File: config.mk
export PLATFORM = sky130hd
export DESIGN_NAME = scsi_block_request_sequencer_top
export DESIGN_NICKNAME = d
export VERILOG_FILES = /design/src/sv/sbrs_pkg.sv /design/src/sv/sbrs_datapath.sv /design/src/sv/sbrs_ctrl.sv /design/src/sv/scsi_block_request_sequencer_top.sv
export SDC_FILE = /design/constraint.sdc
export NUM_CORES = 2
export LEC_CHECK = 0
export ABC_CLOCK_PERIOD_IN_PS = 5840
export BUFFER_PORTS_ARGS = -buffer_cell sky130_fd_sc_hd__buf_2
export CAP_MARGIN = 5
export CORE_MARGIN = 5
export CORE_UTILIZATION = 40
export DETAILED_ROUTE_END_ITERATION = 7
export HOLD_SLACK_MARGIN = 0.15
export PLACE_DENSITY_LB_ADDON = 0.15
export SLEW_MARGIN = 20
export SYNTH_ARGS = -nofsm -noshare
export SYNTH_HDL_FRONTEND = slang
export SYNTH_SLANG_ARGS = --single-unit
File: constraint.sdc
create_clock -name clk -period 5.84 [get_ports clk]
set_input_delay 0.292 -clock clk [delete_from_list [all_inputs] [get_ports clk]]
set_output_delay 0.292 -clock clk [all_outputs]
set_load 0.05 [all_outputs]
File: src/sv/sbrs_pkg.sv
// Package: shared types and constants for the block request sequencer.
`default_nettype none
package sbrs_pkg;
  typedef struct packed {
    logic [1:0]  cmd;
    logic [2:0]  drive;
    logic [31:0] byte_offset;
    logic        is_write;
    logic        transport_ok;
    logic [7:0]  scsi_status;
    logic [3:0]  sns_key;
  } req_t;

  typedef struct packed {
    logic        kind;
    logic [7:0]  cdb_byte;
    logic [2:0]  target;
    logic        is_last;
    logic [1:0]  reply_status;
    logic [10:0] bytes_done;
  } rsp_t;

  localparam logic [1:0] CMD_NEW     = 2'd0;
  localparam logic [1:0] CMD_DONE    = 2'd1;
  localparam logic [1:0] CMD_SNSCOMP = 2'd2;

  localparam logic [2:0] REG_PART0 = 3'd0;
  localparam logic [2:0] REG_PART1 = 3'd1;
  localparam logic [2:0] REG_PART2 = 3'd2;
  localparam logic [2:0] REG_PART3 = 3'd3;
  localparam logic [2:0] REG_BPT   = 3'd4;
  localparam logic [2:0] REG_SPB   = 3'd5;
  localparam logic [2:0] REG_ILV   = 3'd6;
  localparam logic [2:0] REG_TGT   = 3'd7;

  localparam logic [7:0] OP_READ10  = 8'h28;
  localparam logic [7:0] OP_WRITE10 = 8'h2a;
  localparam logic [7:0] OP_SENSE   = 8'h03;
  localparam logic [7:0] SENSE_ALLOC = 8'd24;

  localparam logic [1:0] ST_OK  = 2'd0;
  localparam logic [1:0] ST_IO  = 2'd1;
  localparam logic [1:0] ST_END = 2'd2;

  // datapath commands
  typedef enum logic [2:0] {
    DP_NONE, DP_LOAD, DP_MOD1, DP_MUL, DP_MOD2, DP_PHYS, DP_SECT
  } dp_op_t;

  typedef struct packed {
    dp_op_t op;
  } dp_cmd_t;

  typedef struct packed {
    logic        mod_busy;
    logic        bad_part;
    logic        past_end;
    logic [31:0] sector;
  } dp_stat_t;
endpackage
`default_nettype wire

File: src/sv/sbrs_datapath.sv
// Datapath: partition lookup, iterative modulo, block to sector mapping.
`default_nettype none
module sbrs_datapath #(
  parameter int BLOCK_BYTES = 1024,
  parameter int PARTITIONS  = 4
) (
  input  wire logic                clk,
  input  wire logic                rst,
  input  wire sbrs_pkg::dp_cmd_t   cmd,
  input  wire sbrs_pkg::req_t      req,
  input  wire logic [255:0]        extents,
  input  wire logic [15:0]         blocks_per_track,
  input  wire logic [7:0]          sectors_per_block,
  input  wire logic [15:0]         interleave_map,
  output sbrs_pkg::dp_stat_t       stat
);
  localparam int SH = $clog2(BLOCK_BYTES);
  localparam int MW = 64;

  logic [31:0] block;
  logic [31:0] start;
  logic [3:0]  il;
  logic [15:0] bpt;
  logic [MW-1:0] rem;
  logic [MW-1:0] div_sh;
  logic [6:0]  cnt;
  logic        busy;
  logic [15:0] tb;
  logic [47:0] phys;
  logic [1:0]  drv;
  logic [19:0] prod;
  logic        bad_part;
  logic        past_end;
  logic [31:0] sector;

  logic [63:0] ext;
  logic [31:0] blk_in;
  assign drv    = req.drive[1:0];
  assign ext    = extents[drv*64 +: 64];
  assign blk_in = 32'(req.byte_offset >> SH);
  assign prod   = {4'd0, rem[15:0]} * {16'd0, il};

  always_ff @(posedge clk) begin
    if (rst) begin
      busy <= 1'b0;
      cnt  <= '0;
    end else begin
      unique case (cmd.op)
        sbrs_pkg::DP_LOAD: begin
          block <= blk_in;
          start <= ext[63:32];
          bpt   <= blocks_per_track;
          il    <= interleave_map[drv*4 +: 4];
          bad_part <= (req.drive >= 3'(PARTITIONS));
          past_end <= ({32'd0, blk_in} >= {32'd0, ext[31:0]});
        end
        sbrs_pkg::DP_MOD1: begin
          rem    <= {32'd0, block};
          div_sh <= {1'b0, bpt, 47'd0};
          cnt    <= 7'd47;
          busy   <= (bpt != 16'd0);
        end
        sbrs_pkg::DP_MUL: begin
          tb <= rem[15:0];
          rem <= {44'd0, prod};
        end
        sbrs_pkg::DP_MOD2: begin
          div_sh <= {1'b0, bpt, 47'd0};
          cnt    <= 7'd47;
          busy   <= 1'b1;
        end
        sbrs_pkg::DP_PHYS: begin
          if (bpt == 16'd0) phys <= {16'd0, block} + {16'd0, start};
          else phys <= {16'd0, block} - {32'd0, tb} + {32'd0, rem[15:0]}
                       + {16'd0, start};
        end
        sbrs_pkg::DP_SECT: begin
          sector <= 32'(phys[31:0] * {24'd0, sectors_per_block});
        end
        default: begin
          if (busy) begin
            if (rem >= div_sh) rem <= rem - div_sh;
            div_sh <= div_sh >> 1;
            cnt    <= cnt - 7'd1;
            if (cnt == 7'd0) busy <= 1'b0;
          end
        end
      endcase
    end
  end

  assign stat = '{mod_busy: busy, bad_part: bad_part, past_end: past_end,
                  sector: sector};
endmodule
`default_nettype wire

File: src/sv/sbrs_ctrl.sv
// Controller: request sequencing, retry count and command byte output.
`default_nettype none
module sbrs_ctrl #(
  parameter int BLOCK_BYTES = 1024,
  parameter int MAX_TRIES   = 6
) (
  input  wire logic               clk,
  input  wire logic               rst,
  input  wire logic               in_valid,
  output logic                    in_stall,
  input  wire sbrs_pkg::req_t     req,
  output logic                    out_valid,
  input  wire logic               out_stall,
  output sbrs_pkg::rsp_t          rsp,
  input  wire logic [2:0]         target_id,
  input  wire logic [7:0]         sectors_per_block,
  output sbrs_pkg::dp_cmd_t       dp_cmd,
  input  wire sbrs_pkg::dp_stat_t dp_stat
);
  localparam logic [10:0] OK_BYTES = (BLOCK_BYTES > 2047) ? 11'd2047 : 11'(BLOCK_BYTES);

  typedef enum logic [3:0] {
    S_IDLE, S_LOAD, S_CHECK, S_MOD1, S_WAIT1, S_MUL, S_MOD2, S_WAIT2,
    S_PHYS, S_SECT, S_EMIT, S_REPLY
  } state_t;

  typedef enum logic [1:0] { PH_IDLE, PH_CMD, PH_SENSE } phase_t;

  state_t      state;
  phase_t      phase;
  logic [2:0]  tries;
  logic        write_request;
  logic [7:0]  sector_count;
  logic        sense_cmd;
  logic [3:0]  idx;
  logic [1:0]  rep_st;
  logic        rep_ok;
  logic [2:0]  tries_inc;
  logic        accept;

  assign accept    = in_valid && !in_stall;
  assign in_stall  = (state != S_IDLE);
  assign tries_inc = tries + 3'd1;

  always_comb begin
    dp_cmd.op = sbrs_pkg::DP_NONE;
    unique case (state)
      S_IDLE:  if (accept && req.cmd == sbrs_pkg::CMD_NEW) dp_cmd.op = sbrs_pkg::DP_LOAD;
      S_MOD1:  dp_cmd.op = sbrs_pkg::DP_MOD1;
      S_MUL:   dp_cmd.op = sbrs_pkg::DP_MUL;
      S_MOD2:  dp_cmd.op = sbrs_pkg::DP_MOD2;
      S_PHYS:  dp_cmd.op = sbrs_pkg::DP_PHYS;
      S_SECT:  dp_cmd.op = sbrs_pkg::DP_SECT;
      default: dp_cmd.op = sbrs_pkg::DP_NONE;
    endcase
  end

  logic [7:0] cbyte;
  always_comb begin
    cbyte = 8'd0;
    if (sense_cmd) begin
      case (idx)
        4'd0: cbyte = sbrs_pkg::OP_SENSE;
        4'd4: cbyte = sbrs_pkg::SENSE_ALLOC;
        default: cbyte = 8'd0;
      endcase
    end else begin
      case (idx)
        4'd0: cbyte = write_request ? sbrs_pkg::OP_WRITE10 : sbrs_pkg::OP_READ10;
        4'd2: cbyte = dp_stat.sector[31:24];
        4'd3: cbyte = dp_stat.sector[23:16];
        4'd4: cbyte = dp_stat.sector[15:8];
        4'd5: cbyte = dp_stat.sector[7:0];
        4'd8: cbyte = sector_count;
        default: cbyte = 8'd0;
      endcase
    end
  end

  always_ff @(posedge clk) begin
    if (rst) begin
      state         <= S_IDLE;
      phase         <= PH_IDLE;
      tries         <= '0;
      write_request <= 1'b0;
      sector_count  <= '0;
      out_valid     <= 1'b0;
      sense_cmd     <= 1'b0;
      idx           <= '0;
      rep_st        <= '0;
      rep_ok        <= 1'b0;
    end else begin
      if (out_valid && !out_stall && !(state inside {S_EMIT, S_REPLY})) out_valid <= 1'b0;
      unique case (state)
        S_IDLE: begin
          if (accept) begin
            if (req.cmd == sbrs_pkg::CMD_NEW) begin
              phase         <= PH_IDLE;
              write_request <= req.is_write;
              state         <= S_LOAD;
            end else if (req.cmd == sbrs_pkg::CMD_DONE && phase == PH_CMD) begin
              if (req.transport_ok && req.scsi_status == 8'd0) begin
                rep_st <= sbrs_pkg::ST_OK; rep_ok <= 1'b1; state <= S_REPLY;
              end else if (req.transport_ok && req.scsi_status == 8'd2) begin
                sense_cmd <= 1'b1; idx <= '0; state <= S_EMIT;
              end else begin
                tries <= tries_inc;
                if (tries_inc >= 3'(MAX_TRIES)) begin
                  rep_st <= sbrs_pkg::ST_IO; rep_ok <= 1'b0; state <= S_REPLY;
                end else begin
                  sense_cmd <= 1'b0; idx <= '0; state <= S_EMIT;
                end
              end
            end else if (req.cmd == sbrs_pkg::CMD_SNSCOMP && phase == PH_SENSE) begin
              if (req.transport_ok && req.scsi_status == 8'd0 && req.sns_key == 4'd1)
              begin
                rep_st <= sbrs_pkg::ST_OK; rep_ok <= 1'b1; state <= S_REPLY;
              end else begin
                tries <= tries_inc;
                if (tries_inc >= 3'(MAX_TRIES)) begin
                  rep_st <= sbrs_pkg::ST_IO; rep_ok <= 1'b0; state <= S_REPLY;
                end else begin
                  sense_cmd <= 1'b0; idx <= '0; state <= S_EMIT;
                end
              end
            end
          end
        end
        S_LOAD: state <= S_CHECK;
        S_CHECK: begin
          if (dp_stat.bad_part) begin
            rep_st <= sbrs_pkg::ST_IO; rep_ok <= 1'b0; state <= S_REPLY;
          end else if (dp_stat.past_end) begin
            rep_st <= sbrs_pkg::ST_END; rep_ok <= 1'b0; state <= S_REPLY;
          end else begin
            state <= S_MOD1;
          end
        end
        S_MOD1:  state <= S_WAIT1;
        S_WAIT1: if (!dp_stat.mod_busy) state <= S_MUL;
        S_MUL:   state <= S_MOD2;
        S_MOD2:  state <= S_WAIT2;
        S_WAIT2: if (!dp_stat.mod_busy) state <= S_PHYS;
        S_PHYS:  state <= S_SECT;
        S_SECT: begin
          sector_count <= sectors_per_block;
          tries        <= '0;
          sense_cmd    <= 1'b0;
          idx          <= '0;
          state        <= S_EMIT;
        end
        S_EMIT: begin
          if (!out_valid || !out_stall) begin
            out_valid        <= 1'b1;
            rsp.kind         <= 1'b0;
            rsp.cdb_byte     <= cbyte;
            rsp.target       <= target_id;
            rsp.reply_status <= sbrs_pkg::ST_OK;
            rsp.bytes_done   <= '0;
            idx              <= idx + 4'd1;
            if ((sense_cmd && idx == 4'd5) || (!sense_cmd && idx == 4'd9)) begin
              rsp.is_last <= 1'b1;
              phase       <= sense_cmd ? PH_SENSE : PH_CMD;
              state       <= S_IDLE;
            end else begin
              rsp.is_last <= 1'b0;
            end
          end
        end
        S_REPLY: begin
          if (!out_valid || !out_stall) begin
            out_valid        <= 1'b1;
            rsp.kind         <= 1'b1;
            rsp.cdb_byte     <= '0;
            rsp.target       <= '0;
            rsp.is_last      <= 1'b1;
            rsp.reply_status <= rep_st;
            rsp.bytes_done   <= rep_ok ? OK_BYTES : 11'd0;
            phase            <= PH_IDLE;
            state            <= S_IDLE;
          end
        end
        default: state <= S_IDLE;
      endcase
    end
  end

  a_stall_busy: assert property (@(posedge clk) disable iff (rst)
    (state != S_IDLE) |-> in_stall) else $error("accepting while busy");
  a_tries: assert property (@(posedge clk) disable iff (rst)
    (state == S_EMIT) |-> (tries < 3'(MAX_TRIES)))
    else $error("tries overflow");
  a_hold: assert property (@(posedge clk) disable iff (rst)
    (out_valid && out_stall) |=> (out_valid && $stable(rsp)))
    else $error("result lost");
endmodule
`default_nettype wire

File: src/sv/scsi_block_request_sequencer_top.sv
// Top level: configuration registers, controller and datapath.
// One request at a time; the input stays stalled until the block is idle again. A new
// request runs from acceptance to its last command byte through two 48-step restoring
// modulo passes by blocks_per_track (the first pass is skipped with blocks_per_track
// zero), the control states, then ten command bytes, one per cycle while the output is
// not stalled. A rejected request is answered with a reply. A completion is answered
// with a reply, a sense command or a retry. Output stalls add their length; the output
// register sets the byte pace.
`default_nettype none
module scsi_block_request_sequencer_top #(
  parameter int BLOCK_BYTES = 1024,
  parameter int PARTITIONS  = 4,
  parameter int MAX_TRIES   = 6
) (
  input  wire logic            clk,
  input  wire logic            rst,
  input  wire logic            in_valid,
  output logic                 in_stall,
  input  wire sbrs_pkg::req_t  in_data,
  output logic                 out_valid,
  input  wire logic            out_stall,
  output sbrs_pkg::rsp_t       out_data,
  input  wire logic            cfg_we,
  input  wire logic [2:0]      cfg_index,
  input  wire logic [63:0]     cfg_data
);
  logic [255:0] extents;
  logic [15:0]  blocks_per_track;
  logic [7:0]   sectors_per_block;
  logic [15:0]  interleave_map;
  logic [2:0]   target_id;
  sbrs_pkg::dp_cmd_t  dp_cmd;
  sbrs_pkg::dp_stat_t dp_stat;

  always_ff @(posedge clk) begin
    if (rst) begin
      extents           <= {64'd137138305792745, 64'd1997159824105, 64'd465, 64'd63395};
      blocks_per_track  <= 16'd155;
      sectors_per_block <= 8'd2;
      interleave_map    <= 16'd8465;
      target_id         <= 3'd0;
    end else if (cfg_we) begin
      unique case (cfg_index)
        sbrs_pkg::REG_PART0: extents[63:0]    <= cfg_data;
        sbrs_pkg::REG_PART1: extents[127:64]  <= cfg_data;
        sbrs_pkg::REG_PART2: extents[191:128] <= cfg_data;
        sbrs_pkg::REG_PART3: extents[255:192] <= cfg_data;
        sbrs_pkg::REG_BPT:   blocks_per_track  <= cfg_data[15:0];
        sbrs_pkg::REG_SPB:   sectors_per_block <= cfg_data[7:0];
        sbrs_pkg::REG_ILV:   interleave_map    <= cfg_data[15:0];
        sbrs_pkg::REG_TGT:   target_id         <= cfg_data[2:0];
        default: ;
      endcase
    end
  end

  sbrs_ctrl #(.BLOCK_BYTES(BLOCK_BYTES), .MAX_TRIES(MAX_TRIES)) u_ctrl (
    .clk, .rst, .in_valid, .in_stall, .req(in_data), .out_valid, .out_stall,
    .rsp(out_data), .target_id, .sectors_per_block, .dp_cmd, .dp_stat
  );

  sbrs_datapath #(.BLOCK_BYTES(BLOCK_BYTES), .PARTITIONS(PARTITIONS)) u_dp (
    .clk, .rst, .cmd(dp_cmd), .req(in_data), .extents, .blocks_per_track,
    .sectors_per_block, .interleave_map, .stat(dp_stat)
  );
endmodule
`default_nettype wire
==> summary.txt <==
Synth
  – Avg Inst Size Synth: between 9 and 10 µm²
  – Synth Area in Adders: around 17%
  – Synth Area in Compound Gates: a little over an eighth
  – Post-Synth XOR/XNOR Area: under 10%
  – Ys flop type: dfxtp_1
  – Cell variety after synth: 83
  – Synth cell count leaders: nand2_1 (874), a21oi_1 (444), inv_1 (377)
  – Synth top area share: 21.67%
  – Post-synth EDFFs: approximately 300
  – Area contributors post-synth: edfxtp_1 (22%), dfxtp_1 (16%), fa_1 (9.9%)
  – Mapped Area: 0.04144 mm²
  – Largest family of logic cells by synthesized area: simple AND/OR/NAND/NOR gates
  – Most frequent cell after synthesis: nand2_1
  – Fraction of registers with async set/reset: 0%
  – Post-synthesis mux area share: approximately 3.4%
  – Yosys top cell by area: edfxtp_1
  – Simple-Gate Fraction of Synth Area: roughly a fifth
  – Cells after Synth: around 4500
  – Ys Warns: 0
  – Sequential area share after synthesis: 37.80%
  – Yosys reg bits: ~630

Setup path
  – Startpoint Class: flip-flop
  – Reg2reg start: u_dp.block[1]
  – Worst Path Arrival: a little under 6000 ps
  – R2r endpoint: u_dp.phys[31]
  – R2R depth: 24
  – Worst Setup End Kind: flip-flop
  – CP Class: reg -> reg
  – Largest fanout on the critical path: 8
  – Reg2reg setup slack: around 390 ps
  – Crit path required time: between 6000 and 7000 ps

GRT
  – Vias in the first global route: between 30000 and 40000
  – First-pass GRT wire length: 180.0 mm
  – Initial antenna violation count: 10
  – Total grt overflow: 0
  – Largest net degree at the start of global routing: 105
  – GRT Util Overall: about a fifth

Timing
  – Final WS setup: between 300 and 400 ps
  – Hold slack: 219.3 ps
  – Worst-Margin Slew: 1049 ps
  – Final period util: a little over 90%
  – Min Tclk post-route: roughly 5400 ps
  – Fmax: about 180 MHz
  – Hold Fails Final Rpt: 0
  – RSZ-0062 raised after global routing: false
  – Fin Setup TNS: 0 ps
  – Rel. slew slack: 29.96%
  – Clock Skews: ~31 ps
  – Final setup fails: 0
  – Slew Limit Fails: 0

Pwr
  – Total power: 12.59 mW
  – Max VDD drop: approximately 0.23 mV
  – Leakage: slightly below 20 nW
  – Pwr/cell area: roughly 270 mW/mm²

Clock tree
  – CTS tree: done
  – Post-CTS Setup Bufs: 0
  – Clk sink count: 633
  – CTS H-Tree Depth: 3
  – Clk Latency, worst-skew pair: approximately 650 ps
  – Inserted Clock Buffers: 77
  – Register clock-pin slew on the reported worst setup and hold paths: roughly 60 ps
  – Root Driver: clkbuf_16
  – CTS Buffer Depth: 3

Worst hold path
  – Hold Path Class: in -> reg
  – Worst Hold End: u_ctrl.rep_ok
  – Hold depth: 6
  – Hold Startpoint: in_data[8]

Cells and area
  – Layout cells sized above 1: under 10%
  – Final nets: approximately 5200
  – Final instance area: 0.04707 mm²
  – Post-route insts no fill: 6120
  – Area grow syn2layout: 13.59%
  – Final Util: a little under half

Floorplanning
  – Die area: ~0.11 mm²
  – FP Rows: 118
  – Num ports: around 150
  – Core area: slightly above 0.1 mm²
  – Die height: 331.9 µm
  – Die Wd: roughly 330 µm
  – Initial Utilization: 40.15%

Drt
  – DRT iter0 DRCs: roughly 2300
  – Routed Antenna Nets: 0
  – Wl on met1: about 54 mm
  – Vias per cell: about 5.2
  – Routed WL: between 100 and 150 mm
  – Met2 wire length: about 50 mm
  – Routed wl met3: between 5 and 6 mm
  – DRT Pass-1 Iters: 6
  – Vias: ~32000
  – DRC viols: 0
  – Top Layer Used: met5
  – WL/cell: between 15 and 20 µm

Place
  – Final HPWL DP: just over 80 mm
  – DP Worst Slack: ~230 ps
  – Cells after DPL: roughly 6000
  – Dpl cell area: around 0.043 mm²
  – Port Buffer Count: 130
  – Final RePlAce weighted congestion: 0.8591

Run
  – MaxCap Viol Count: 0

Status
  – Status: finished, final reports clean
==> worst max-delay path by stage <==
stage / start / to / slack (ps)
after floorplan: u_dp.rem[0] / u_dp.rem[0] / 90
after global placement: u_dp.block[1] / u_dp.phys[31] / 230
after detailed placement: u_dp.block[1] / u_dp.phys[31] / 230
after CTS: u_dp.block[1] / u_dp.phys[31] / 190
after global routing: u_dp.block[1] / u_dp.phys[31] / 9
final: u_dp.block[1] / u_dp.phys[31] / 390
==> state kept, by name (all words and copies together), names as in the netlist, 2 cells and up <==
name,cells
u_dp.rem,64
u_dp.div_sh,63
u_ctrl.state,4
u_dp.sector,32
u_dp.tb,16
target_id,3
interleave_map,16
u_ctrl.idx,4
u_ctrl.sector_count,8
u_ctrl.phase,2
u_ctrl.rep_st,2
u_dp.phys,32
u_ctrl.tries,3
extents,256
u_dp.start,32
u_dp.cnt,7
blocks_per_track,16
sectors_per_block,8
u_ctrl.rsp,16
u_dp.bpt,16
u_dp.block,22
u_dp.il,4
==> layout make-up <==
| class | count | area [µm²] |
|---|---|---|
| Tap cell | 1380 | 1727 |
| Clock inverter | 24 | 326.6 |
| Timing Repair Buffer | 272 | 1968 |
| Antenna cell | 5 | 12.51 |
| Multi-Input combinational cell | 3311 | 23640 |
| Fill cell | 9962 | 56130 |
| Clock buffer | 118 | 2318 |
| Sequential cell | 633 | 15670 |
| Inverter | 377 | 1415 |
==> per-layer routing <==
metal	vias to the layer above	global-route usage, %
met4	6	4.890
met2	657	32.20
li1	15738	-
met3	144	3.098
met1	15279	28.73
met5	-	0
==> report_power, final <==
part           switching (mW)  internal, mW
registers               0.202          4.91
clock network            1.98          2.98
logic                    1.52         0.991
==> cells by family after synthesis <==
| logic type | count (synthesis) |
|---|---|
| and+or+nand+nor | 1678 |
| AOI/OAI and AO/OA | 936 |
| DFF | 633 |
| buffers and inverters | 596 |
| adders and majority gates | 445 |
| xor gates and xnor gates | 174 |
| muxes | 68 |
| other | 1 |
==> cell usage in the layout, fill, tap and decap left out, drive strengths merged, types with 178 or more instances in the layout <==
master,n
inv,382
nand2,874
a21oi,444
fa,204
dfxtp,334
ha,241
nor2,221
buf,178
and2,214
edfxtp,299
==> repair_timing <==
action                     CTS  global route
setup endpoints to repair    0             3
hold buffers                94             0
hold endpoints to repair   329             0
resized for setup            0             6
==> worst max-delay path, stage by stage, from the launching register on <==
cell,delay [ps]
edfxtp_1,440
ha_1,290
nor2b_1,120
o21ai_0,210
a21boi_0,140
o21ai_1,210
a21oi_2,110
o21ai_1,250
o31ai_2,120
a21o_1,180
a21oi_1,180
xor2_1,100
fa_1,490
inv_1,40
ha_1,390
a21oi_1,180
a21oi_1,80
a211o_1,260
a31o_1,200
o21a_1,230
a41oi_2,250
o211ai_1,150
a31o_1,200
a31o_1,220
xnor2_1,120
(Power assumes the default switching activity.)
